File: config.mk
export PLATFORM = sky130hd
export DESIGN_NAME = range_window_obstacle_vote_unit_flat
export DESIGN_NICKNAME = d
export VERILOG_FILES = /design/src/design/rwov_pkg.sv /design/src/design/rwov_if.sv /design/src/design/rwov_ram.sv /design/src/design/rwov_div.sv /design/src/design/range_window_obstacle_vote_unit.sv /design/src/flat_wrapper.sv
export VERILOG_INCLUDE_DIRS = /design/src /design/src/design
export SDC_FILE = /design/constraint.sdc
export NUM_CORES = 1
export LEC_CHECK = 0
export BUFFER_PORTS_ARGS = -buffer_cell sky130_fd_sc_hd__buf_2
export CORE_UTILIZATION = 45
export CTS_CLUSTER_DIAMETER = 80
export DETAILED_ROUTE_END_ITERATION = 8
export PLACE_DENSITY = 0.72
export SLEW_MARGIN = 10
export SYNTH_ARGS = -nofsm -noshare
export SYNTH_HDL_FRONTEND = slang
export SYNTH_SLANG_ARGS = --single-unit
File: constraint.sdc
create_clock -name clock -period 9.25 [get_ports clock]
set_input_delay 1.3875 -clock clock [delete_from_list [all_inputs] [get_ports clock]]
set_output_delay 1.3875 -clock clock [all_outputs]
set_load 0.05 [all_outputs]
File: src/design/range_window_obstacle_vote_unit_assert.svh
// Assertion macros shared by the obstacle vote unit RTL.
`ifndef RANGE_WINDOW_OBSTACLE_VOTE_UNIT_ASSERT_SVH
`define RANGE_WINDOW_OBSTACLE_VOTE_UNIT_ASSERT_SVH

`ifndef SYNTHESIS

// Check that cons holds in the same cycle as ante.
`define RWOV_ASSERT_IMPLY(label, clk, rst, ante, cons, msg) \
   label: assert property (@(posedge clk) disable iff (rst) (ante) |-> (cons)) \
      else $error(msg);

// Check that cons holds in the cycle after ante.
`define RWOV_ASSERT_NEXT(label, clk, rst, ante, cons, msg) \
   label: assert property (@(posedge clk) disable iff (rst) (ante) |=> (cons)) \
      else $error(msg);

`else

`define RWOV_ASSERT_IMPLY(label, clk, rst, ante, cons, msg)
`define RWOV_ASSERT_NEXT(label, clk, rst, ante, cons, msg)

`endif

`endif

File: src/design/rwov_pkg.sv
// Shared widths, register codes and reset values of the obstacle vote unit.
`default_nettype none

package rwov_pkg;

   localparam int RANGE_W    = 16;
   localparam int VOTE_W     = 9;
   localparam int WIN_W      = 5;
   localparam int ANGLE_W    = 13;
   localparam int CSR_IDX_W  = 3;
   localparam int CSR_DATA_W = 16;
   localparam int VOTE_SHIFT = 8;

   typedef enum logic [CSR_IDX_W-1:0] {
      CSR_MIN_DISTANCE      = 3'd0,
      CSR_MAX_DISTANCE      = 3'd1,
      CSR_CRITICAL_DISTANCE = 3'd2,
      CSR_VOTE_THRESHOLD    = 3'd3,
      CSR_WINDOW_IN_USE     = 3'd4
   } csr_index_type;

   localparam logic [RANGE_W-1:0] MIN_DISTANCE_RST      = 16'd0;
   localparam logic [RANGE_W-1:0] MAX_DISTANCE_RST      = 16'd1500;
   localparam logic [RANGE_W-1:0] CRITICAL_DISTANCE_RST = 16'd1500;
   localparam logic [VOTE_W-1:0]  VOTE_THRESHOLD_RST    = 9'd128;
   localparam logic [WIN_W-1:0]   WINDOW_IN_USE_RST     = 5'd1;

endpackage

`default_nettype wire

File: src/design/rwov_if.sv
// Request and response channel interfaces of the obstacle vote unit.
`default_nettype none

interface rwov_req_if;
   logic                            valid;
   logic                            ready;
   logic [rwov_pkg::RANGE_W-1:0]    reading_range;
   logic [rwov_pkg::RANGE_W-1:0]    sensor_min_range;
   logic [rwov_pkg::RANGE_W-1:0]    sensor_max_range;
   logic [rwov_pkg::ANGLE_W-1:0]    view_angle;

   modport source (
      output valid, reading_range, sensor_min_range, sensor_max_range, view_angle,
      input  ready
   );
   modport sink (
      input  valid, reading_range, sensor_min_range, sensor_max_range, view_angle,
      output ready
   );
endinterface

interface rwov_rsp_if;
   logic                            valid;
   logic                            ready;
   logic                            obstacle_present;
   logic [rwov_pkg::RANGE_W-1:0]    obstacle_range;
   logic [rwov_pkg::RANGE_W-1:0]    danger_level;
   logic [rwov_pkg::ANGLE_W-1:0]    latest_view_angle;

   modport source (
      output valid, obstacle_present, obstacle_range, danger_level, latest_view_angle,
      input  ready
   );
   modport sink (
      input  valid, obstacle_present, obstacle_range, danger_level, latest_view_angle,
      output ready
   );
endinterface

`default_nettype wire

File: src/design/rwov_ram.sv
// Generic single-write, single-read RAM with registered read data.
`default_nettype none

module rwov_ram #(
   parameter int WIDTH = 16,
   parameter int DEPTH = 16,
   localparam int ADDR_W = (DEPTH > 1) ? $clog2(DEPTH) : 1
) (
   input  wire logic                    clock,
   input  wire logic                    wr_en,
   input  wire logic [ADDR_W-1:0]       wr_addr,
   input  wire logic [WIDTH-1:0]        wr_data,
   input  wire logic                    rd_en,
   input  wire logic [ADDR_W-1:0]       rd_addr,
   output      logic [WIDTH-1:0]        rd_data
);

   logic [WIDTH-1:0] mem [DEPTH];
   logic [WIDTH-1:0] rd_data_ff;

   always_ff @(posedge clock) begin
      if (wr_en) begin
         mem[wr_addr] <= wr_data;
      end
      if (rd_en) begin
         rd_data_ff <= mem[rd_addr];
      end
   end

   assign rd_data = rd_data_ff;

endmodule

`default_nettype wire

File: src/design/rwov_div.sv
// Restoring unsigned divider, one quotient bit per cycle.
`default_nettype none

module rwov_div #(
   parameter int DIVIDEND_W = 21,
   parameter int DIVISOR_W  = 5
) (
   input  wire logic                    clock,
   input  wire logic                    reset,
   input  wire logic                    start,
   input  wire logic [DIVIDEND_W-1:0]   dividend,
   input  wire logic [DIVISOR_W-1:0]    divisor,
   output      logic                    done,
   output      logic [DIVIDEND_W-1:0]   quotient
);

   localparam int CNT_BITS = $clog2(DIVIDEND_W + 1);

   logic                  busy_ff, busy_in;
   logic                  done_ff, done_in;
   logic [CNT_BITS-1:0]   cnt_ff, cnt_in;
   logic [DIVISOR_W-1:0]  rem_ff, rem_in;
   logic [DIVIDEND_W-1:0] quo_ff, quo_in;
   logic [DIVISOR_W-1:0]  dsr_ff, dsr_in;

   logic [DIVISOR_W:0]    trial;
   logic [DIVISOR_W:0]    diff;
   logic                  fits;

   // Shift in the next dividend bit and try to subtract.
   assign trial = {rem_ff, quo_ff[DIVIDEND_W-1]};
   assign diff  = trial - {1'b0, dsr_ff};
   assign fits  = (trial >= {1'b0, dsr_ff});

   always_comb begin
      busy_in = busy_ff;
      done_in = 1'b0;
      cnt_in  = cnt_ff;
      rem_in  = rem_ff;
      quo_in  = quo_ff;
      dsr_in  = dsr_ff;
      if (start) begin
         busy_in = 1'b1;
         cnt_in  = CNT_BITS'(DIVIDEND_W);
         rem_in  = '0;
         quo_in  = dividend;
         dsr_in  = divisor;
      end else if (busy_ff) begin
         rem_in = fits ? diff[DIVISOR_W-1:0] : trial[DIVISOR_W-1:0];
         quo_in = {quo_ff[DIVIDEND_W-2:0], fits};
         cnt_in = cnt_ff - CNT_BITS'(1);
         if (cnt_ff == CNT_BITS'(1)) begin
            busy_in = 1'b0;
            done_in = 1'b1;
         end
      end
   end

   always_ff @(posedge clock) begin
      if (reset) begin
         busy_ff <= 1'b0;
         done_ff <= 1'b0;
         cnt_ff  <= '0;
      end else begin
         busy_ff <= busy_in;
         done_ff <= done_in;
         cnt_ff  <= cnt_in;
      end
      rem_ff <= rem_in;
      quo_ff <= quo_in;
      dsr_ff <= dsr_in;
   end

   assign done     = done_ff;
   assign quotient = quo_ff;

endmodule

`default_nettype wire

File: src/design/range_window_obstacle_vote_unit.sv
// A request passes through the write-slot wrap steps, the window walk, a drain, the vote,
// the decision and, with an obstacle, the divider before the response is staged. One
// request at a time: the next can be taken in the cycle after the response is loaded.
// Reset: synchronous, active high; all ring slots read as no reading at once through
// per-slot valid flops, write slot 0, registers at their documented reset values.
`default_nettype none

`include "range_window_obstacle_vote_unit_assert.svh"

module range_window_obstacle_vote_unit #(
   parameter int WINDOW = 16
) (
   input  wire logic                                clock,
   input  wire logic                                reset,
   rwov_req_if.sink                                 req_ch,
   rwov_rsp_if.source                               rsp_ch,
   input  wire logic                                csr_wr_en,
   input  wire logic [rwov_pkg::CSR_IDX_W-1:0]      csr_index,
   input  wire logic [rwov_pkg::CSR_DATA_W-1:0]     csr_wr_data
);

   localparam int RANGE_W = rwov_pkg::RANGE_W;
   localparam int IDX_W   = (WINDOW > 1) ? $clog2(WINDOW) : 1;
   localparam int CNT_W   = $clog2(WINDOW + 1);
   localparam int NW      = (CNT_W > rwov_pkg::WIN_W) ? CNT_W : rwov_pkg::WIN_W;
   localparam int SUM_W   = RANGE_W + CNT_W;
   localparam int PROD_W  = rwov_pkg::VOTE_W + CNT_W;

   // ------------------------------------------------------------------
   // Configuration registers
   // ------------------------------------------------------------------
   logic [RANGE_W-1:0]             min_distance_ff, min_distance_in;
   logic [RANGE_W-1:0]             max_distance_ff, max_distance_in;
   logic [RANGE_W-1:0]             critical_distance_ff, critical_distance_in;
   logic [rwov_pkg::VOTE_W-1:0]    vote_threshold_ff, vote_threshold_in;
   logic [rwov_pkg::WIN_W-1:0]     window_in_use_ff, window_in_use_in;

   always_comb begin
      min_distance_in      = min_distance_ff;
      max_distance_in      = max_distance_ff;
      critical_distance_in = critical_distance_ff;
      vote_threshold_in    = vote_threshold_ff;
      window_in_use_in     = window_in_use_ff;
      if (csr_wr_en) begin
         unique case (csr_index)
            rwov_pkg::CSR_MIN_DISTANCE:      min_distance_in      = csr_wr_data;
            rwov_pkg::CSR_MAX_DISTANCE:      max_distance_in      = csr_wr_data;
            rwov_pkg::CSR_CRITICAL_DISTANCE: critical_distance_in = csr_wr_data;
            rwov_pkg::CSR_VOTE_THRESHOLD: begin
               vote_threshold_in = csr_wr_data[rwov_pkg::VOTE_W-1:0];
            end
            rwov_pkg::CSR_WINDOW_IN_USE: begin
               window_in_use_in = csr_wr_data[rwov_pkg::WIN_W-1:0];
            end
            default: begin
               // drop writes to unmapped indexes
            end
         endcase
      end
   end

   always_ff @(posedge clock) begin
      if (reset) begin
         min_distance_ff      <= rwov_pkg::MIN_DISTANCE_RST;
         max_distance_ff      <= rwov_pkg::MAX_DISTANCE_RST;
         critical_distance_ff <= rwov_pkg::CRITICAL_DISTANCE_RST;
         vote_threshold_ff    <= rwov_pkg::VOTE_THRESHOLD_RST;
         window_in_use_ff     <= rwov_pkg::WINDOW_IN_USE_RST;
      end else begin
         min_distance_ff      <= min_distance_in;
         max_distance_ff      <= max_distance_in;
         critical_distance_ff <= critical_distance_in;
         vote_threshold_ff    <= vote_threshold_in;
         window_in_use_ff     <= window_in_use_in;
      end
   end

   // Clamp the window: zero acts as one, anything above WINDOW as WINDOW.
   logic [NW-1:0]    win_ext;
   logic [CNT_W-1:0] win_n;

   assign win_ext = NW'(window_in_use_ff);

   always_comb begin
      if (win_ext == '0) begin
         win_n = CNT_W'(1);
      end else if (win_ext > NW'(WINDOW)) begin
         win_n = CNT_W'(WINDOW);
      end else begin
         win_n = CNT_W'(win_ext);
      end
   end

   // ------------------------------------------------------------------
   // Sequencer
   // ------------------------------------------------------------------
   typedef enum logic [2:0] {
      ST_IDLE,
      ST_MOD,
      ST_WALK,
      ST_DRAIN,
      ST_VOTE,
      ST_DECIDE,
      ST_DIV,
      ST_OUT
   } state_type;

   state_type                     state_ff, state_in;
   logic [IDX_W-1:0]              ws_ff, ws_in;
   logic [CNT_W-1:0]              slot_ff, slot_in;
   logic [IDX_W-1:0]              idx_ff, idx_in;
   logic                          acc_en_ff, acc_en_in;
   logic                          rd_valid_ff, rd_valid_in;
   logic [CNT_W-1:0]              hits_ff, hits_in;
   logic [SUM_W-1:0]              sum_ff, sum_in;
   logic [PROD_W-1:0]             prod_ff, prod_in;
   logic [WINDOW-1:0]             valid_ff, valid_in;

   // Request held for the duration of the walk.
   logic [RANGE_W-1:0]            rng_ff, rng_in;
   logic                          span_ff, span_in;
   logic [rwov_pkg::ANGLE_W-1:0]  fov_ff, fov_in;

   // Result staged before the response register.
   logic                          res_present_ff, res_present_in;
   logic [RANGE_W-1:0]            res_range_ff, res_range_in;
   logic [RANGE_W-1:0]            res_danger_ff, res_danger_in;

   // Response register.
   logic                          rsp_valid_ff, rsp_valid_in;
   logic                          rsp_present_ff, rsp_present_in;
   logic [RANGE_W-1:0]            rsp_range_ff, rsp_range_in;
   logic [RANGE_W-1:0]            rsp_danger_ff, rsp_danger_in;
   logic [rwov_pkg::ANGLE_W-1:0]  rsp_angle_ff, rsp_angle_in;

   logic                          ram_wr_en;
   logic                          ram_rd_en;
   logic [RANGE_W-1:0]            ram_rd_data;
   logic                          hit;
   logic                          div_start;
   logic                          div_done;
   logic [SUM_W-1:0]              div_quo;
   logic [RANGE_W-1:0]            mean;

   assign req_ch.ready = (state_ff == ST_IDLE);

   // A hit is a stored, in-span reading strictly inside the distance band.
   assign hit = acc_en_ff && rd_valid_ff &&
                (ram_rd_data > min_distance_ff) && (ram_rd_data < max_distance_ff);

   assign mean = div_quo[RANGE_W-1:0];

   always_comb begin
      state_in       = state_ff;
      ws_in          = ws_ff;
      slot_in        = slot_ff;
      idx_in         = idx_ff;
      acc_en_in      = 1'b0;
      rd_valid_in    = valid_ff[idx_ff];
      hits_in        = hits_ff;
      sum_in         = sum_ff;
      prod_in        = prod_ff;
      valid_in       = valid_ff;
      rng_in         = rng_ff;
      span_in        = span_ff;
      fov_in         = fov_ff;
      res_present_in = res_present_ff;
      res_range_in   = res_range_ff;
      res_danger_in  = res_danger_ff;
      rsp_valid_in   = rsp_valid_ff;
      rsp_present_in = rsp_present_ff;
      rsp_range_in   = rsp_range_ff;
      rsp_danger_in  = rsp_danger_ff;
      rsp_angle_in   = rsp_angle_ff;
      ram_wr_en      = 1'b0;
      ram_rd_en      = 1'b0;
      div_start      = 1'b0;

      // Drop the response once the consumer takes it.
      if (rsp_ch.ready) begin
         rsp_valid_in = 1'b0;
      end

      // Accumulate the entry read in the previous cycle.
      if (hit) begin
         hits_in = hits_ff + CNT_W'(1);
         sum_in  = sum_ff + SUM_W'(ram_rd_data);
      end

      unique case (state_ff)
         ST_IDLE: begin
            // Take a request; a reading outside its own sensor span is stored
            // as no reading.
            if (req_ch.valid) begin
               rng_in   = req_ch.reading_range;
               span_in  = (req_ch.sensor_min_range < req_ch.reading_range) &&
                          (req_ch.reading_range < req_ch.sensor_max_range);
               fov_in   = req_ch.view_angle;
               slot_in  = CNT_W'(ws_ff) + CNT_W'(1);
               state_in = ST_MOD;
            end
         end
         ST_MOD: begin
            // Wrap the slot into the window, then write the reading there.
            if (slot_ff >= win_n) begin
               slot_in = slot_ff - win_n;
            end else begin
               ram_wr_en                      = 1'b1;
               valid_in[slot_ff[IDX_W-1:0]]   = span_ff;
               ws_in                          = slot_ff[IDX_W-1:0];
               idx_in                         = '0;
               hits_in                        = '0;
               sum_in                         = '0;
               state_in                       = ST_WALK;
            end
         end
         ST_WALK: begin
            // Read one slot per cycle; the data returns next cycle.
            ram_rd_en = 1'b1;
            acc_en_in = 1'b1;
            if (CNT_W'(idx_ff) == (win_n - CNT_W'(1))) begin
               state_in = ST_DRAIN;
            end else begin
               idx_in = idx_ff + IDX_W'(1);
            end
         end
         ST_DRAIN: begin
            state_in = ST_VOTE;
         end
         ST_VOTE: begin
            prod_in  = PROD_W'(vote_threshold_ff) * PROD_W'(win_n);
            state_in = ST_DECIDE;
         end
         ST_DECIDE: begin
            // Obstacle when hits * 256 >= threshold * window and at least one hit.
            if ((hits_ff != '0) &&
                ((PROD_W'(hits_ff) << rwov_pkg::VOTE_SHIFT) >= prod_ff)) begin
               div_start = 1'b1;
               state_in  = ST_DIV;
            end else begin
               res_present_in = 1'b0;
               res_range_in   = '0;
               res_danger_in  = '0;
               state_in       = ST_OUT;
            end
         end
         ST_DIV: begin
            // Hold until the mean comes back from the divider.
            if (div_done) begin
               res_present_in = 1'b1;
               res_range_in   = mean;
               res_danger_in  = (mean < critical_distance_ff) ?
                                (critical_distance_ff - mean) : '0;
               state_in       = ST_OUT;
            end
         end
         ST_OUT: begin
            // Advance into the response register once it is free.
            if (!rsp_valid_ff || rsp_ch.ready) begin
               rsp_valid_in   = 1'b1;
               rsp_present_in = res_present_ff;
               rsp_range_in   = res_range_ff;
               rsp_danger_in  = res_danger_ff;
               rsp_angle_in   = fov_ff;
               state_in       = ST_IDLE;
            end
         end
      endcase
   end

   always_ff @(posedge clock) begin
      if (reset) begin
         state_ff     <= ST_IDLE;
         ws_ff        <= '0;
         acc_en_ff    <= 1'b0;
         valid_ff     <= '0;
         rsp_valid_ff <= 1'b0;
      end else begin
         state_ff     <= state_in;
         ws_ff        <= ws_in;
         acc_en_ff    <= acc_en_in;
         valid_ff     <= valid_in;
         rsp_valid_ff <= rsp_valid_in;
      end
      slot_ff        <= slot_in;
      idx_ff         <= idx_in;
      rd_valid_ff    <= rd_valid_in;
      hits_ff        <= hits_in;
      sum_ff         <= sum_in;
      prod_ff        <= prod_in;
      rng_ff         <= rng_in;
      span_ff        <= span_in;
      fov_ff         <= fov_in;
      res_present_ff <= res_present_in;
      res_range_ff   <= res_range_in;
      res_danger_ff  <= res_danger_in;
      rsp_present_ff <= rsp_present_in;
      rsp_range_ff   <= rsp_range_in;
      rsp_danger_ff  <= rsp_danger_in;
      rsp_angle_ff   <= rsp_angle_in;
   end

   assign rsp_ch.valid             = rsp_valid_ff;
   assign rsp_ch.obstacle_present  = rsp_present_ff;
   assign rsp_ch.obstacle_range    = rsp_range_ff;
   assign rsp_ch.danger_level      = rsp_danger_ff;
   assign rsp_ch.latest_view_angle = rsp_angle_ff;

   // ------------------------------------------------------------------
   // Reading ring and mean divider
   // ------------------------------------------------------------------
   rwov_ram #(
      .WIDTH (RANGE_W),
      .DEPTH (WINDOW)
   ) u_ring (
      .clock   (clock),
      .wr_en   (ram_wr_en),
      .wr_addr (slot_ff[IDX_W-1:0]),
      .wr_data (rng_ff),
      .rd_en   (ram_rd_en),
      .rd_addr (idx_ff),
      .rd_data (ram_rd_data)
   );

   rwov_div #(
      .DIVIDEND_W (SUM_W),
      .DIVISOR_W  (CNT_W)
   ) u_div (
      .clock    (clock),
      .reset    (reset),
      .start    (div_start),
      .dividend (sum_ff),
      .divisor  (hits_ff),
      .done     (div_done),
      .quotient (div_quo)
   );

   // ------------------------------------------------------------------
   // Assertions
   // ------------------------------------------------------------------
   `RWOV_ASSERT_IMPLY(a_div_nonzero, clock, reset, div_start, hits_ff != '0, "divide with zero hits")
   `RWOV_ASSERT_IMPLY(a_mean_fits, clock, reset, (state_ff == ST_DIV) && div_done, div_quo[SUM_W-1:RANGE_W] == '0, "mean exceeds range width")
   `RWOV_ASSERT_IMPLY(a_clear_absent, clock, reset, rsp_valid_ff && !rsp_present_ff, (rsp_range_ff == '0) && (rsp_danger_ff == '0), "no-obstacle response not cleared")
   `RWOV_ASSERT_NEXT(a_one_at_a_time, clock, reset, req_ch.valid && req_ch.ready, !req_ch.ready, "request taken while busy")

endmodule

`default_nettype wire

File: src/flat_wrapper.sv
// flat-port wrapper written by rule: the top's interface ports become plain ports
module range_window_obstacle_vote_unit_flat 
#(
   parameter int WINDOW = 16
)
  (clock, reset, csr_wr_en, csr_index, csr_wr_data, req_ch_valid, req_ch_reading_range, req_ch_sensor_min_range, req_ch_sensor_max_range, req_ch_view_angle, req_ch_ready, rsp_ch_valid, rsp_ch_obstacle_present, rsp_ch_obstacle_range, rsp_ch_danger_level, rsp_ch_latest_view_angle, rsp_ch_ready);
  rwov_req_if req_ch_i ();
  rwov_rsp_if rsp_ch_i ();
  input  wire logic clock;
  input  wire logic reset;
  input  wire logic csr_wr_en;
  input  wire logic [rwov_pkg::CSR_IDX_W-1:0] csr_index;
  input  wire logic [rwov_pkg::CSR_DATA_W-1:0] csr_wr_data;
  input wire logic [$bits(req_ch_i.valid)-1:0] req_ch_valid;
  input wire logic [$bits(req_ch_i.reading_range)-1:0] req_ch_reading_range;
  input wire logic [$bits(req_ch_i.sensor_min_range)-1:0] req_ch_sensor_min_range;
  input wire logic [$bits(req_ch_i.sensor_max_range)-1:0] req_ch_sensor_max_range;
  input wire logic [$bits(req_ch_i.view_angle)-1:0] req_ch_view_angle;
  output wire logic [$bits(req_ch_i.ready)-1:0] req_ch_ready;
  output wire logic [$bits(rsp_ch_i.valid)-1:0] rsp_ch_valid;
  output wire logic [$bits(rsp_ch_i.obstacle_present)-1:0] rsp_ch_obstacle_present;
  output wire logic [$bits(rsp_ch_i.obstacle_range)-1:0] rsp_ch_obstacle_range;
  output wire logic [$bits(rsp_ch_i.danger_level)-1:0] rsp_ch_danger_level;
  output wire logic [$bits(rsp_ch_i.latest_view_angle)-1:0] rsp_ch_latest_view_angle;
  input wire logic [$bits(rsp_ch_i.ready)-1:0] rsp_ch_ready;
  assign req_ch_i.valid = req_ch_valid;
  assign req_ch_i.reading_range = req_ch_reading_range;
  assign req_ch_i.sensor_min_range = req_ch_sensor_min_range;
  assign req_ch_i.sensor_max_range = req_ch_sensor_max_range;
  assign req_ch_i.view_angle = req_ch_view_angle;
  assign req_ch_ready = req_ch_i.ready;
  assign rsp_ch_valid = rsp_ch_i.valid;
  assign rsp_ch_obstacle_present = rsp_ch_i.obstacle_present;
  assign rsp_ch_obstacle_range = rsp_ch_i.obstacle_range;
  assign rsp_ch_danger_level = rsp_ch_i.danger_level;
  assign rsp_ch_latest_view_angle = rsp_ch_i.latest_view_angle;
  assign rsp_ch_i.ready = rsp_ch_ready;
  range_window_obstacle_vote_unit #(.WINDOW(WINDOW)) u_core (.clock(clock), .reset(reset), .req_ch(req_ch_i), .rsp_ch(rsp_ch_i), .csr_wr_en(csr_wr_en), .csr_index(csr_index), .csr_wr_data(csr_wr_data));
endmodule
==> metrics.txt, run 1 <==
# TYPE chip_impl_metric gauge
chip_impl_metric{name="clk_latency",unit="ns"} 0.64
chip_impl_metric{name="final.period_utilization",unit="%"} 52.4
chip_impl_metric{name="antenna_violating_nets_left",unit=""} 0
chip_impl_metric{name="final-setup-viol-count",unit=""} 0
chip_impl_metric{name="detailedRoute.firstPassIterationCount",unit=""} 5
chip_impl_info{name="post_synth_main_area_contributors",value="sky130_fd_sc_hd__edfxtp_1, sky130_fd_sc_hd__dfxtp_1, sky130_fd_sc_hd__mux4_2"} 1
chip_impl_metric{name="finalWorstPathRequiredPeriod",unit="ns"} 4.85
chip_impl_metric{name="critical_path_fanout_max",unit=""} 17
chip_impl_metric{name="leakage",unit="nW"} 10.9
chip_impl_metric{name="tritoncts.num_buffers",unit=""} 57
chip_impl_metric{name="power.density_cell_area",unit="mW/mm^2"} 223
chip_impl_info{name="run_status",value="complete, no violations"} 1
chip_impl_metric{name="power_report.internal_total",unit="mW"} 4.61
chip_impl_metric{name="detailed_place_hpwl",unit="mm"} 37.6
chip_impl_metric{name="finClkSkew",unit="ns"} 0.0579
chip_impl_metric{name="cts_setup_buffers",unit=""} 0
chip_impl_metric{name="post_dp_cell_area",unit="sq mm"} 0.0268
chip_impl_metric{name="worstHoldPathCells",unit=""} 0
chip_impl_metric{name="clk_pin_slew",unit="ns"} 0.06
chip_impl_metric{name="grt_antenna_before_repair",unit=""} 2
chip_impl_metric{name="antenna_cells_inserted",unit=""} 0
chip_impl_metric{name="grt_start_max_net_pins",unit=""} 95
chip_impl_metric{name="remaining_drc_errors",unit=""} 0
chip_impl_metric{name="cts.repair.resized",unit=""} 0
chip_impl_metric{name="die_h",unit="microns"} 240
chip_impl_metric{name="timing.max_cap.violations",unit=""} 0
chip_impl_metric{name="std_cell_rows",unit=""} 86
chip_impl_metric{name="syn_area_per_cell",unit="sq um"} 13.5
chip_impl_metric{name="via_per_inst",unit=""} 5.47
chip_impl_metric{name="yosys_register_bits",unit=""} 556
chip_impl_metric{name="fp.dieW",unit="microns"} 240
chip_impl_metric{name="number_of_synthesized_flops_with_an_enable_pin",unit=""} 430
chip_impl_info{name="timing.hold.worst.class",value="flop to flop"} 1
chip_impl_info{name="synth_top_area_cell",value="sky130_fd_sc_hd__edfxtp_1"} 1
chip_impl_metric{name="areaGrowthSynthToFinish",unit="%"} 12.8
chip_impl_metric{name="netSwitchingFraction",unit="%"} 27.9
chip_impl_metric{name="synth.yosys.warnings",unit=""} 0
chip_impl_info{name="crit_path_start_kind",value="flop"} 1
chip_impl_metric{name="grt_pass1_vias",unit=""} 15400
chip_impl_metric{name="number_of_i_o_port_buffers",unit=""} 132
chip_impl_metric{name="cp_data_arrival_time",unit="ns"} 5.19
chip_impl_metric{name="cts_num_sinks",unit=""} 556
chip_impl_metric{name="netlist_area_pre_place",unit="sq mm"} 0.0254
chip_impl_metric{name="power.switching",unit="mW"} 1.78
chip_impl_metric{name="max_slew.worst_pin.slew",unit="ns"} 1.07
chip_impl_metric{name="cts_max_level",unit=""} 2
chip_impl_metric{name="post_cts_hold_buffer_count",unit=""} 0
chip_impl_metric{name="drtIter0Drc",unit=""} 1195
chip_impl_info{name="synth.cells.most_frequent",value="sky130_fd_sc_hd__edfxtp_1, sky130_fd_sc_hd__nand2_1, sky130_fd_sc_hd__inv_1"} 1
chip_impl_metric{name="hold_viol_final",unit=""} 0
chip_impl_metric{name="core_region_area",unit="sq mm"} 0.0554
chip_impl_metric{name="overflow",unit=""} 0
chip_impl_metric{name="fp.dieArea",unit="sq mm"} 0.0574
chip_impl_metric{name="finish.net_count",unit=""} 2252
chip_impl_metric{name="final_cell_area",unit="sq mm"} 0.0286
chip_impl_metric{name="synth_cell_type_count",unit=""} 69
chip_impl_metric{name="final-max-slew-violation-count",unit=""} 0
chip_impl_info{name="synth_flop_cell",value="sky130_fd_sc_hd__edfxtp_1"} 1
chip_impl_metric{name="syn_nets",unit=""} 2123
chip_impl_metric{name="grt_pass1_wl",unit="mm"} 85.0
chip_impl_metric{name="power_frac_comb",unit="%"} 16.9
chip_impl_metric{name="power.ir.vdd_worst",unit="mV"} 0.173
chip_impl_metric{name="globalplace.congestion",unit=""} 0.928
chip_impl_metric{name="worst-endpoint-required",unit="ns"} 9.60
chip_impl_metric{name="totalNegativeSetupSlack",unit="ns"} 0
chip_impl_metric{name="clk_path_buf_depth",unit=""} 3
chip_impl_info{name="synth.most_common_cell",value="sky130_fd_sc_hd__edfxtp_1"} 1
chip_impl_metric{name="initial_utilization",unit="%"} 45.8
chip_impl_metric{name="fraction_of_final_layout_cells_sized_beyond_drive_strength_1",unit="%"} 17.3
chip_impl_metric{name="synth-async-reset-ratio",unit="%"} 0
chip_impl_metric{name="postRouteWirelength",unit="mm"} 54.1
chip_impl_metric{name="synth-seq-area-share",unit="%"} 60.8
chip_impl_info{name="timing.critical_path.to_type",value="flop"} 1
chip_impl_metric{name="grt_usage",unit="%"} 19.2
chip_impl_metric{name="postSynthCellCount",unit=""} 1876
chip_impl_info{name="grt_setup_unrepaired",value="false"} 1
chip_impl_info{name="setup.worst_path.class",value="flop to flop"} 1
chip_impl_info{name="clk_root_buffer_cell",value="sky130_fd_sc_hd__clkbuf_16"} 1
chip_impl_metric{name="detail_route.wl_per_cell",unit="microns"} 19.3
chip_impl_metric{name="clkPwrFrac",unit="%"} 34.2
chip_impl_metric{name="vias",unit=""} 15300
chip_impl_metric{name="maximum_operating_frequency",unit="MHz"} 206
chip_impl_metric{name="netlist.area_leader.share",unit="%"} 50.9
chip_impl_info{name="cts_tree",value="done"} 1
chip_impl_metric{name="reg2reg_depth",unit=""} 15
chip_impl_metric{name="finish.utilization",unit="%"} 51.7
chip_impl_metric{name="max-slew-margin-rel",unit="%"} 29.0
chip_impl_metric{name="reg_power_share",unit="%"} 49.0
chip_impl_metric{name="io_pins",unit=""} 133
power by group through the flow:
stage	clock network, mW	logic, mW	registers (mW)
floorplan	0	0.824	3.06
global placement	0	1.06	3.17
detailed placement	0	1.09	3.18
CTS	2.22	1.09	3.13
global route	2.32	1.18	3.15
finish	2.19	1.08	3.13
worst max-delay path: stages (launching register included):
cell	delay, ns
sky130_fd_sc_hd__dfxtp_1	0.47
sky130_fd_sc_hd__nor2b_1	0.61
sky130_fd_sc_hd__nand2_1	0.17
sky130_fd_sc_hd__fa_1	0.51
sky130_fd_sc_hd__fa_1	0.52
sky130_fd_sc_hd__fa_1	0.54
sky130_fd_sc_hd__inv_1	0.04
sky130_fd_sc_hd__ha_1	0.33
sky130_fd_sc_hd__a21o_1	0.19
sky130_fd_sc_hd__a21oi_1	0.22
sky130_fd_sc_hd__o21bai_1	0.09
sky130_fd_sc_hd__a21oi_1	0.25
sky130_fd_sc_hd__o21ai_0	0.19
sky130_fd_sc_hd__a21o_1	0.20
sky130_fd_sc_hd__a21oi_1	0.18
sky130_fd_sc_hd__xnor2_1	0.08
path summary, 6_finish.rpt:
path	from	to	slack, ns
setup / recovery	u_core.win_ext[4]	u_core.prod_ff[12]	4.40
hold / removal	u_core.fov_ff[11]	u_core.rsp_ch.latest_view_angle[11]	0.41
setup reg to reg	u_core.win_ext[4]	u_core.prod_ff[12]	4.40
hold reg to reg	u_core.fov_ff[11]	u_core.rsp_ch.latest_view_angle[11]	0.41
layout by cell type (no fill, tap or decap), drive strengths merged, types with 8 or more instances in the layout:
| cell type | Yosys | layout |
|---|---|---|
| xnor2 | 34 | 34 |
| nor4 | 8 | 8 |
| xor2 | 17 | 17 |
| ha | 137 | 137 |
| nor3 | 29 | 29 |
| nand2 | 178 | 178 |
| a21oi | 113 | 113 |
| clkinv | 0 | 24 |
| a21o | 25 | 25 |
| buf | 19 | 145 |
| and3 | 29 | 29 |
| nand4 | 18 | 18 |
| clkbuf | 56 | 72 |
| nand2b | 20 | 20 |
| a211oi | 16 | 16 |
| dfxtp | 126 | 126 |
| edfxtp | 430 | 430 |
| nor2 | 105 | 105 |
| mux2 | 21 | 21 |
| fa | 25 | 25 |
| o21ai | 33 | 33 |
| nand3 | 12 | 12 |
| nor2b | 17 | 17 |
| inv | 158 | 160 |
| and2 | 33 | 33 |
| mux4 | 85 | 85 |
| mux2i | 28 | 28 |
| nand3b | 17 | 17 |
flip-flops by register name, indices dropped and copies added, names as in the netlist, 5 cells and up:
register / cells
u_core.hits_ff: 5
u_core.max_distance_ff: 16
u_core.res_range_ff: 16
u_core.u_div.quotient: 21
u_core.slot_ff: 5
u_core.rng_ff: 16
u_core.res_danger_ff: 16
u_core.u_div.dsr_ff: 5
u_core.u_div.cnt_ff: 5
u_core.min_distance_ff: 16
u_core.prod_ff: 14
u_core.win_ext: 5
u_core.sum_ff: 21
u_core.rsp_ch.danger_level: 16
u_core.u_div.rem_ff: 5
u_core.rsp_ch.obstacle_range: 16
u_core.fov_ff: 13
u_core.u_ring.mem: 256
u_core.u_ring.rd_data: 16
u_core.rsp_ch.latest_view_angle: 13
u_core.vote_threshold_ff: 9
u_core.valid_ff: 16
u_core.critical_distance_ff: 16
logic make-up after synthesis:
logic type	Yosys count	share of synthesized area (%)
adder cells (fa/ha/maj)	162	8.72
buffers and inverters	233	3.53
XOR/XNOR	51	1.76
AND/OR/NAND/NOR	492	9.45
AO/OA/AOI/OAI	248	6.18
flip-flops	556	60.8
multiplexers	134	9.57
layer usage:
metal  global-route usage (%)  up-vias  routed length [microns]  part of all wire (%)
li1                         -     7151                        -                     -
met1                     24.9     7579                    22800                    42
met2                     32.6      481                    26400                    49
met3                     2.74      114                     3070                   5.7
met4                     7.58        2                     1850                   3.4
met5                        0        -                       16                 0.030
stage by stage:
step | setup slack (ns) | instances | power, mW | hold slack, ns
after floorplan | 4.83 | 1876 | 3.88 | 0.400
after global placement | 4.52 | 2694 | 4.22 | 0.401
after detailed placement | 4.41 | 2694 | 4.27 | 0.405
after CTS | 4.39 | 2800 | 6.44 | 0.411
after global routing | 4.01 | 2800 | 6.65 | 0.415
final | 4.40 | 2800 | 6.40 | 0.411
cell type report:
type	instances	area, sq um
Clock buffer	72	1490
Clock inverter	34	310
Fill cell	4526	26800
Inverter	158	593
Multi-Input combinational cell	1087	9110
Sequential cell	556	15400
Tap cell	748	936
Timing Repair Buffer	145	758
Power figures use the tool's default switching activity.
==> run 2, diff against run 1 <==
--- a/config.mk
+++ b/config.mk
@@ -6,11 +6,12 @@
 export SDC_FILE = /design/constraint.sdc
 export NUM_CORES = 1
 export LEC_CHECK = 0
+export ABC_AREA = 1
 export BUFFER_PORTS_ARGS = -buffer_cell sky130_fd_sc_hd__buf_2
 export CORE_UTILIZATION = 45
 export CTS_CLUSTER_DIAMETER = 80
 export DETAILED_ROUTE_END_ITERATION = 8
-export PLACE_DENSITY = 0.72
+export PLACE_DENSITY = 0.74
 export SLEW_MARGIN = 10
 export SYNTH_ARGS = -nofsm -noshare
 export SYNTH_HDL_FRONTEND = slang
==> constraint.sdc (replaced) <==
create_clock -name clock -period 4.1 [get_ports clock]
set_input_delay 0.615 -clock clock [delete_from_list [all_inputs] [get_ports clock]]
set_output_delay 0.615 -clock clock [all_outputs]
set_load 0.05 [all_outputs]
==> metrics.txt, run 2 <==
# TYPE chip_impl_metric gauge
chip_impl_info{name="clk_root_buffer_cell",value="sky130_fd_sc_hd__clkbuf_16"} 1
chip_impl_info{name="cp_cell_sequence",value="nor2_2, nand3_1, nand2_2, nand2_4, inv_1, nand2_1, fa_1, fa_1, fa_1, inv_1, ha_4, a21oi_1, nand2_1, a21boi_2, o21ai_1, a31oi_1, xnor2_1"} 1
chip_impl_metric{name="finClkSkew",unit="ns"} 0.0153
chip_impl_metric{name="number_of_synthesized_flops_with_an_enable_pin",unit=""} 430
chip_impl_info{name="synth_top_area_cell",value="sky130_fd_sc_hd__edfxtp_1"} 1
chip_impl_info{name="final_common_cell",value="sky130_fd_sc_hd__edfxtp_1"} 1
chip_impl_metric{name="clk_pin_slew",unit="ns"} 0.06
chip_impl_metric{name="io_pins",unit=""} 133
chip_impl_metric{name="yosys_register_bits",unit=""} 556
chip_impl_metric{name="final-setup-viol-count",unit=""} 0
chip_impl_metric{name="grt_antenna_before_repair",unit=""} 1
chip_impl_metric{name="drtIter0Drc",unit=""} 1502
chip_impl_metric{name="clk_path_buf_depth",unit=""} 3
chip_impl_metric{name="netlist.area_leader.share",unit="%"} 49.6
chip_impl_metric{name="tritoncts.num_buffers",unit=""} 56
chip_impl_metric{name="power.density_cell_area",unit="mW/mm^2"} 586
chip_impl_metric{name="grt_pass1_wl",unit="mm"} 95.9
chip_impl_metric{name="synth-async-reset-ratio",unit="%"} 0
chip_impl_info{name="mostFrequentLayoutCells",value="sky130_fd_sc_hd__edfxtp_1, sky130_fd_sc_hd__nand2_1, sky130_fd_sc_hd__nor2_1, sky130_fd_sc_hd__inv_1, sky130_fd_sc_hd__o21ai_0"} 1
chip_impl_metric{name="netlist_area_pre_place",unit="sq mm"} 0.0260
chip_impl_metric{name="vias",unit=""} 18400
chip_impl_metric{name="p_total",unit="mW"} 17.4
chip_impl_metric{name="core_region_area",unit="sq mm"} 0.0567
chip_impl_metric{name="final.period_utilization",unit="%"} 96.1
chip_impl_metric{name="final-max-slew-violation-count",unit=""} 0
chip_impl_info{name="timing.critical_path.to_type",value="flop"} 1
chip_impl_metric{name="worst-endpoint-required",unit="ns"} 4.45
chip_impl_metric{name="cts_max_level",unit=""} 2
chip_impl_metric{name="initial_utilization",unit="%"} 45.9
chip_impl_metric{name="finalWorstPathRequiredPeriod",unit="ns"} 3.94
chip_impl_metric{name="leakage",unit="nW"} 11.8
chip_impl_metric{name="cp_data_arrival_time",unit="ns"} 4.29
chip_impl_metric{name="clk_latency",unit="ns"} 0.61
chip_impl_metric{name="globalplace.congestion",unit=""} 0.937
chip_impl_metric{name="power.ir.vdd_worst",unit="mV"} 0.423
chip_impl_metric{name="number_of_i_o_port_buffers",unit=""} 132
chip_impl_metric{name="finish.utilization",unit="%"} 52.3
chip_impl_metric{name="detailedRoute.firstPassIterationCount",unit=""} 6
chip_impl_metric{name="syn_nets",unit=""} 2683
chip_impl_metric{name="remaining_drc_errors",unit=""} 0
chip_impl_metric{name="die_h",unit="microns"} 242
chip_impl_info{name="max_flop_register",value="u_core.u_ring.mem"} 1
chip_impl_metric{name="cts_num_sinks",unit=""} 556
chip_impl_metric{name="finish.net_count",unit=""} 2831
chip_impl_metric{name="cp.buffers_inverters",unit=""} 2
chip_impl_info{name="synth_flop_cell",value="sky130_fd_sc_hd__edfxtp_1"} 1
chip_impl_metric{name="std_cell_rows",unit=""} 87
chip_impl_metric{name="grt_start_max_net_pins",unit=""} 141
chip_impl_metric{name="postSynthCellCount",unit=""} 2436
chip_impl_metric{name="detailed_place_hpwl",unit="mm"} 40.4
chip_impl_metric{name="number_of_flip_flops_in_the_largest_register",unit=""} 256
chip_impl_metric{name="hold_viol_final",unit=""} 0
chip_impl_metric{name="postRouteWirelength",unit="mm"} 60.9
chip_impl_metric{name="overflow",unit=""} 0
chip_impl_metric{name="fraction_of_final_layout_cells_sized_beyond_drive_strength_1",unit="%"} 12.3
chip_impl_metric{name="grt_pass1_vias",unit=""} 18100
chip_impl_info{name="setup.worst_path.class",value="flop to flop"} 1
chip_impl_metric{name="fp.dieArea",unit="sq mm"} 0.0588
chip_impl_info{name="critical_path.most_common_cell",value="sky130_fd_sc_hd__fa_1"} 1
chip_impl_info{name="post_synth_main_area_contributors",value="sky130_fd_sc_hd__edfxtp_1, sky130_fd_sc_hd__dfxtp_1, sky130_fd_sc_hd__ha_1"} 1
chip_impl_metric{name="grt_usage",unit="%"} 20.5
chip_impl_metric{name="max-slew-margin-rel",unit="%"} 25.3
chip_impl_info{name="cts_tree",value="done"} 1
chip_impl_metric{name="crit_path_max_incr_delay",unit="ns"} 0.55
chip_impl_metric{name="syn_area_per_cell",unit="sq um"} 10.7
chip_impl_metric{name="synth-seq-area-share",unit="%"} 59.3
chip_impl_metric{name="via_per_inst",unit=""} 5.44
chip_impl_info{name="synth.cells.most_frequent",value="sky130_fd_sc_hd__edfxtp_1, sky130_fd_sc_hd__nand2_1, sky130_fd_sc_hd__nor2_1"} 1
chip_impl_info{name="path_delay_family",value="adder cells"} 1
chip_impl_metric{name="synth_cell_type_count",unit=""} 47
chip_impl_metric{name="antenna_violating_nets_left",unit=""} 0
chip_impl_info{name="timing.hold.worst.class",value="input port to flop"} 1
chip_impl_metric{name="timing.max_cap.violations",unit=""} 0
chip_impl_metric{name="totalNegativeSetupSlack",unit="ns"} 0
chip_impl_metric{name="maximum_operating_frequency",unit="MHz"} 254
chip_impl_info{name="run_status",value="complete, no violations"} 1
chip_impl_info{name="crit_path_start_kind",value="flop"} 1
chip_impl_info{name="synth.most_common_cell",value="sky130_fd_sc_hd__edfxtp_1"} 1
chip_impl_metric{name="synth.yosys.warnings",unit=""} 0
chip_impl_metric{name="final.fill_count",unit=""} 4809
chip_impl_metric{name="areaGrowthSynthToFinish",unit="%"} 14.1
chip_impl_info{name="cpMaxStageDelayCell",value="sky130_fd_sc_hd__fa_1"} 1
chip_impl_metric{name="detail_route.wl_per_cell",unit="microns"} 18.0
chip_impl_metric{name="fp.dieW",unit="microns"} 242
chip_impl_metric{name="critical_path_fanout_max",unit=""} 6
chip_impl_metric{name="max_slew.worst_pin.slew",unit="ns"} 1.12
==> run 2: through the flow <==
step	std cells	worst slack [ns]	cell area (sq um)	hold slack, ns
final	3389	0.159	29700	0.181
after global placement	3279	0.0182	27600	0.401
after global routing	3389	-0.0434	29700	0.159
after floorplan	2436	0.127	26000	0.400
after detailed placement	3279	-0.0968	27600	0.405
after CTS	3385	0.0432	29600	0.153
==> run 2: path summary, 6_finish.rpt <==
path | startpoint | to | slack, ns | cells past startpoint
min reg2reg | u_core.res_danger_ff[5] | u_core.rsp_ch.danger_level[5] | 0.42 | 0
max reg2reg | u_core.win_ext[2] | u_core.prod_ff[11] | 0.16 | 17
max | u_core.win_ext[2] | u_core.prod_ff[11] | 0.16 | 17
min | req_ch_view_angle[0] | u_core.fov_ff[0] | 0.18 | 1
==> run 2: worst reg2reg max path: stages (launching register included) <==
cell and delay (ns):
sky130_fd_sc_hd__dfxtp_1 0.34, sky130_fd_sc_hd__nor2_2 0.13, sky130_fd_sc_hd__nand3_1 0.11, sky130_fd_sc_hd__nand2_2 0.12
sky130_fd_sc_hd__nand2_4 0.08, sky130_fd_sc_hd__inv_1 0.08, sky130_fd_sc_hd__nand2_1 0.07, sky130_fd_sc_hd__fa_1 0.49
sky130_fd_sc_hd__fa_1 0.52, sky130_fd_sc_hd__fa_1 0.55, sky130_fd_sc_hd__inv_1 0.08, sky130_fd_sc_hd__ha_4 0.27
sky130_fd_sc_hd__a21oi_1 0.14, sky130_fd_sc_hd__nand2_1 0.14, sky130_fd_sc_hd__a21boi_2 0.18, sky130_fd_sc_hd__o21ai_1 0.11
sky130_fd_sc_hd__a31oi_1 0.21, sky130_fd_sc_hd__xnor2_1 0.08
==> run 2: metal layers <==
layer / vias up / wire [microns] / track usage [%]
met5: - / 0 / 0
met4: 0 / 1970 / 7.65
met3: 130 / 3850 / 2.99
met2: 670 / 30100 / 35.5
met1: 8817 / 25000 / 25.9
li1: 8808 / - / -
==> run 2: what timing repair did <==
| item | in CTS | in global routing |
|---|---|---|
| resized for setup | 5 | 16 |
| hold buffers | 0 | 0 |
| cloned | 0 | 0 |
| buffers inserted | 0 | 3 |
| endpoints found under the setup margin | 3 | 6 |
| pin swaps | 0 | 6 |
==> run 2: logic make-up after synthesis <==
group                    synth area share (%)
buffers and inverters                    5.13
AO/OA/AOI/OAI                            10.7
AND/OR/NAND/NOR                          12.8
XOR/XNOR                                 1.45
flip-flops                               59.3
multiplexers                             2.12
adder cells (fa/ha/maj)                  8.51
==> run 2: where the power goes <==
group          internal, mW  switching, mW  leakage, nW
sequential             6.86          0.553         4.88
clock                  3.11           2.21        0.938
combinational          1.53           3.13         6.02
total                  11.5           5.90         11.8
==> run 2: layout make-up <==
cell class	count	area, sq um	share of cell area [%]
Inverter	258	968	3.26
Clock inverter	38	434	1.46
Antenna cell	1	2.50	0.00844
Tap cell	756	946	3.19
Timing Repair Buffer	178	1030	3.48
Sequential cell	556	15400	52.0
Clock buffer	68	1490	5.02
Multi-Input combinational cell	1534	9360	31.6
==> run 3, diff against run 2 <==
--- a/config.mk
+++ b/config.mk
@@ -8,10 +8,10 @@
 export LEC_CHECK = 0
 export ABC_AREA = 1
 export BUFFER_PORTS_ARGS = -buffer_cell sky130_fd_sc_hd__buf_2
-export CORE_UTILIZATION = 45
+export CORE_UTILIZATION = 34
 export CTS_CLUSTER_DIAMETER = 80
 export DETAILED_ROUTE_END_ITERATION = 8
-export PLACE_DENSITY = 0.74
+export PLACE_DENSITY = 0.59
 export SLEW_MARGIN = 10
 export SYNTH_ARGS = -nofsm -noshare
 export SYNTH_HDL_FRONTEND = slang
==> constraint.sdc (replaced) <==
create_clock -name clock -period 3.9 [get_ports clock]
set_input_delay 0.585 -clock clock [delete_from_list [all_inputs] [get_ports clock]]
set_output_delay 0.585 -clock clock [all_outputs]
set_load 0.05 [all_outputs]
==> metrics.txt, run 3 (same netlist as run 2, synthesis figures left out) <==
# TYPE chip_impl_metric gauge
chip_impl_metric{name="drtIter0Drc",unit=""} 1420
chip_impl_metric{name="number_of_i_o_port_buffers",unit=""} 132
chip_impl_metric{name="globalplace.congestion",unit=""} 0.947
chip_impl_metric{name="detailedRoute.firstPassIterationCount",unit=""} 6
chip_impl_metric{name="global_routing_met3_resource_utilization",unit="%"} 2.98
chip_impl_metric{name="worstHoldPathCells",unit=""} 1
chip_impl_metric{name="fp.dieW",unit="microns"} 279
chip_impl_metric{name="post_cts_hold_buffer_count",unit=""} 0
chip_impl_metric{name="maximum_operating_frequency",unit="MHz"} 261
chip_impl_metric{name="finish.net_count",unit=""} 2868
chip_impl_metric{name="io_pins",unit=""} 133
chip_impl_metric{name="antenna_violating_nets_left",unit=""} 0
chip_impl_metric{name="timing.max_cap.violations",unit=""} 0
chip_impl_metric{name="multi_input_comb_area",unit="sq mm"} 0.00941
chip_impl_metric{name="postRouteWirelength",unit="mm"} 65.0
chip_impl_metric{name="worst-endpoint-required",unit="ns"} 4.26
chip_impl_metric{name="antenna_cells_inserted",unit=""} 0
chip_impl_metric{name="critical_path_fanout_max",unit=""} 8
chip_impl_metric{name="final.period_utilization",unit="%"} 98.4
chip_impl_metric{name="seqCellArea",unit="sq mm"} 0.0154
chip_impl_info{name="grt_setup_unrepaired",value="true"} 1
chip_impl_metric{name="fp.dieArea",unit="sq mm"} 0.0776
chip_impl_metric{name="vias",unit=""} 18200
chip_impl_info{name="path_delay_family",value="adder cells"} 1
chip_impl_info{name="cts_tree",value="done"} 1
chip_impl_info{name="grt_busiest_layer",value="met2"} 1
chip_impl_info{name="clk_root_buffer_cell",value="sky130_fd_sc_hd__clkbuf_16"} 1
chip_impl_info{name="timing.critical_path.to_type",value="flop"} 1
chip_impl_info{name="cp_cell_sequence",value="nor2_2, nand3_2, nand2_2, nand2_4, inv_2, nand2_1, fa_1, fa_1, fa_1, inv_1, ha_4, a21oi_2, nand2_2, a21boi_2, o21ai_2, a31oi_1, xnor2_1"} 1
chip_impl_metric{name="totalNegativeSetupSlack",unit="ns"} 0
chip_impl_metric{name="clk_path_buf_depth",unit=""} 3
chip_impl_metric{name="finalWorstPathRequiredPeriod",unit="ns"} 3.84
chip_impl_metric{name="cts_max_level",unit=""} 3
chip_impl_metric{name="leakage",unit="nW"} 12.1
chip_impl_metric{name="max_slew.worst_pin.slew",unit="ns"} 1.28
chip_impl_metric{name="final-max-slew-violation-count",unit=""} 0
chip_impl_metric{name="initial_utilization",unit="%"} 34.3
chip_impl_metric{name="fraction_of_final_layout_cells_sized_beyond_drive_strength_1",unit="%"} 13.7
chip_impl_metric{name="final_cell_area",unit="sq mm"} 0.0305
chip_impl_metric{name="cts_num_sinks",unit=""} 556
chip_impl_metric{name="grt_pass1_wl",unit="mm"} 101
chip_impl_metric{name="final-setup-viol-count",unit=""} 0
chip_impl_metric{name="areaGrowthSynthToFinish",unit="%"} 17.1
chip_impl_metric{name="power.density_cell_area",unit="mW/mm^2"} 621
chip_impl_metric{name="via_per_inst",unit=""} 4.99
chip_impl_info{name="max_flop_register",value="u_core.u_ring.mem"} 1
chip_impl_metric{name="instances_no_fill",unit=""} 3650
chip_impl_metric{name="finClkSkew",unit="ns"} 0.0258
chip_impl_metric{name="std_cell_rows",unit=""} 101
chip_impl_metric{name="die_h",unit="microns"} 279
chip_impl_metric{name="cp_num_cells",unit=""} 17
chip_impl_info{name="setup.worst_path.class",value="flop to flop"} 1
chip_impl_metric{name="grt_usage",unit="%"} 16.7
chip_impl_metric{name="reg2reg_depth",unit=""} 17
chip_impl_metric{name="globalRouteMet2Util",unit="%"} 28.3
chip_impl_metric{name="cp.buffers_inverters",unit=""} 2
chip_impl_info{name="cpMaxStageDelayCell",value="sky130_fd_sc_hd__fa_1"} 1
chip_impl_metric{name="grt_start_max_net_pins",unit=""} 141
chip_impl_metric{name="number_of_flip_flops_in_the_largest_register",unit=""} 256
chip_impl_metric{name="global_route.usage.met1",unit="%"} 21.6
chip_impl_metric{name="core_region_area",unit="sq mm"} 0.0758
chip_impl_metric{name="final.fill_count",unit=""} 7278
chip_impl_metric{name="power.ir.vdd_worst",unit="mV"} 0.405
chip_impl_info{name="crit_path_start_kind",value="flop"} 1
chip_impl_info{name="critical_path.most_common_cell",value="sky130_fd_sc_hd__fa_1"} 1
chip_impl_info{name="mostFrequentLayoutCells",value="sky130_fd_sc_hd__edfxtp_1, sky130_fd_sc_hd__nand2_1, sky130_fd_sc_hd__nor2_1, sky130_fd_sc_hd__inv_1, sky130_fd_sc_hd__o21ai_0"} 1
chip_impl_metric{name="detailed_place_hpwl",unit="mm"} 44.2
chip_impl_metric{name="post_dp_cell_area",unit="sq mm"} 0.0281
chip_impl_metric{name="grt_pass1_vias",unit=""} 18000
chip_impl_metric{name="overflow",unit=""} 0
chip_impl_metric{name="tritoncts.num_buffers",unit=""} 66
chip_impl_metric{name="detail_route.wl_per_cell",unit="microns"} 17.8
chip_impl_metric{name="clk_pin_slew",unit="ns"} 0.06
chip_impl_info{name="run_status",value="complete, no violations"} 1
chip_impl_metric{name="cp_data_arrival_time",unit="ns"} 4.19
chip_impl_info{name="final_common_cell",value="sky130_fd_sc_hd__edfxtp_1"} 1
chip_impl_info{name="timing.hold.worst.class",value="input port to flop"} 1
chip_impl_metric{name="max-slew-margin-rel",unit="%"} 13.7
chip_impl_metric{name="numPlacedInstances",unit=""} 3525
chip_impl_metric{name="clk_latency",unit="ns"} 0.61
chip_impl_metric{name="crit_path_max_incr_delay",unit="ns"} 0.55
chip_impl_metric{name="grt_antenna_before_repair",unit=""} 0
chip_impl_metric{name="remaining_drc_errors",unit=""} 0
chip_impl_metric{name="hold_viol_final",unit=""} 0
-- run 3: changes by cell type in the layout (fill, tap and decap cells not counted), sizes merged --
cell      change
clkinv        -4
buf          +27
clkbuf       +20
clkinvlp      -1
bufinv        -3
diode         -1
inv           +1
-- run 3: worst reg2reg max path: cells and delay by family, from the launching register on --
kind,cells,cell delay (ns)
AO/OA/AOI/OAI,4,0.58
XOR/XNOR,1,0.09
AND/OR/NAND/NOR,6,0.64
buffers and inverters,2,0.15
adder cells (fa/ha/maj),4,1.80
flip-flops,1,0.33
-- run 3: path summary, 6_finish.rpt --
| path | from | end | slack (ns) |
|---|---|---|---|
| max reg2reg | u_core.win_ext[3] | u_core.prod_ff[11] | 0.06 |
| max | u_core.win_ext[3] | u_core.prod_ff[11] | 0.06 |
| min reg2reg | u_core.res_range_ff[3] | u_core.rsp_ch.obstacle_range[3] | 0.42 |
| min | req_ch_view_angle[7] | u_core.fov_ff[7] | 0.16 |
-- run 3: layout make-up --
type | count | share of cell area [%]
Clock buffer | 88 | 5.83
Clock inverter | 31 | 1.25
Inverter | 258 | 3.18
Multi-Input combinational cell | 1534 | 30.9
Sequential cell | 556 | 50.7
Tap cell | 978 | 4.02
Timing Repair Buffer | 205 | 4.13
-- run 3: repair_timing --
item,CTS,global route
pin swaps,4,16
gates cloned,0,0
resized for setup,12,19
setup buffers,1,4
endpoints found under the setup margin,5,6
-- run 3: where the power goes --
| part | switching [mW] | internal [mW] |
|---|---|---|
| Combinational | 3.34 | 1.65 |
| Sequential | 0.648 | 7.21 |
| Clock | 2.48 | 3.59 |
-- run 3: per-stage QoR --
| step | power (mW) | setup WS (ns) | hold slack, ns | utilization [%] |
|---|---|---|---|---|
| after global routing | 20.0 | -0.0898 | 0.122 | 40.2 |
| final | 18.9 | 0.0632 | 0.158 | 40.2 |
| after detailed placement | 12.9 | -0.205 | 0.405 | 37.1 |
| after floorplan | 11.2 | 0.0406 | 0.400 | - |
| after global placement | 12.8 | -0.0513 | 0.400 | 37.1 |
| after CTS | 19.1 | 0.00335 | 0.117 | 40.0 |
-- run 3: layer usage --
metal | vias to the layer above | share of wire [%]
li1 | 8870 | -
met1 | 8780 | 44
met2 | 500 | 49
met3 | 79 | 5.3
met4 | 0 | 2.3
met5 | - | 0
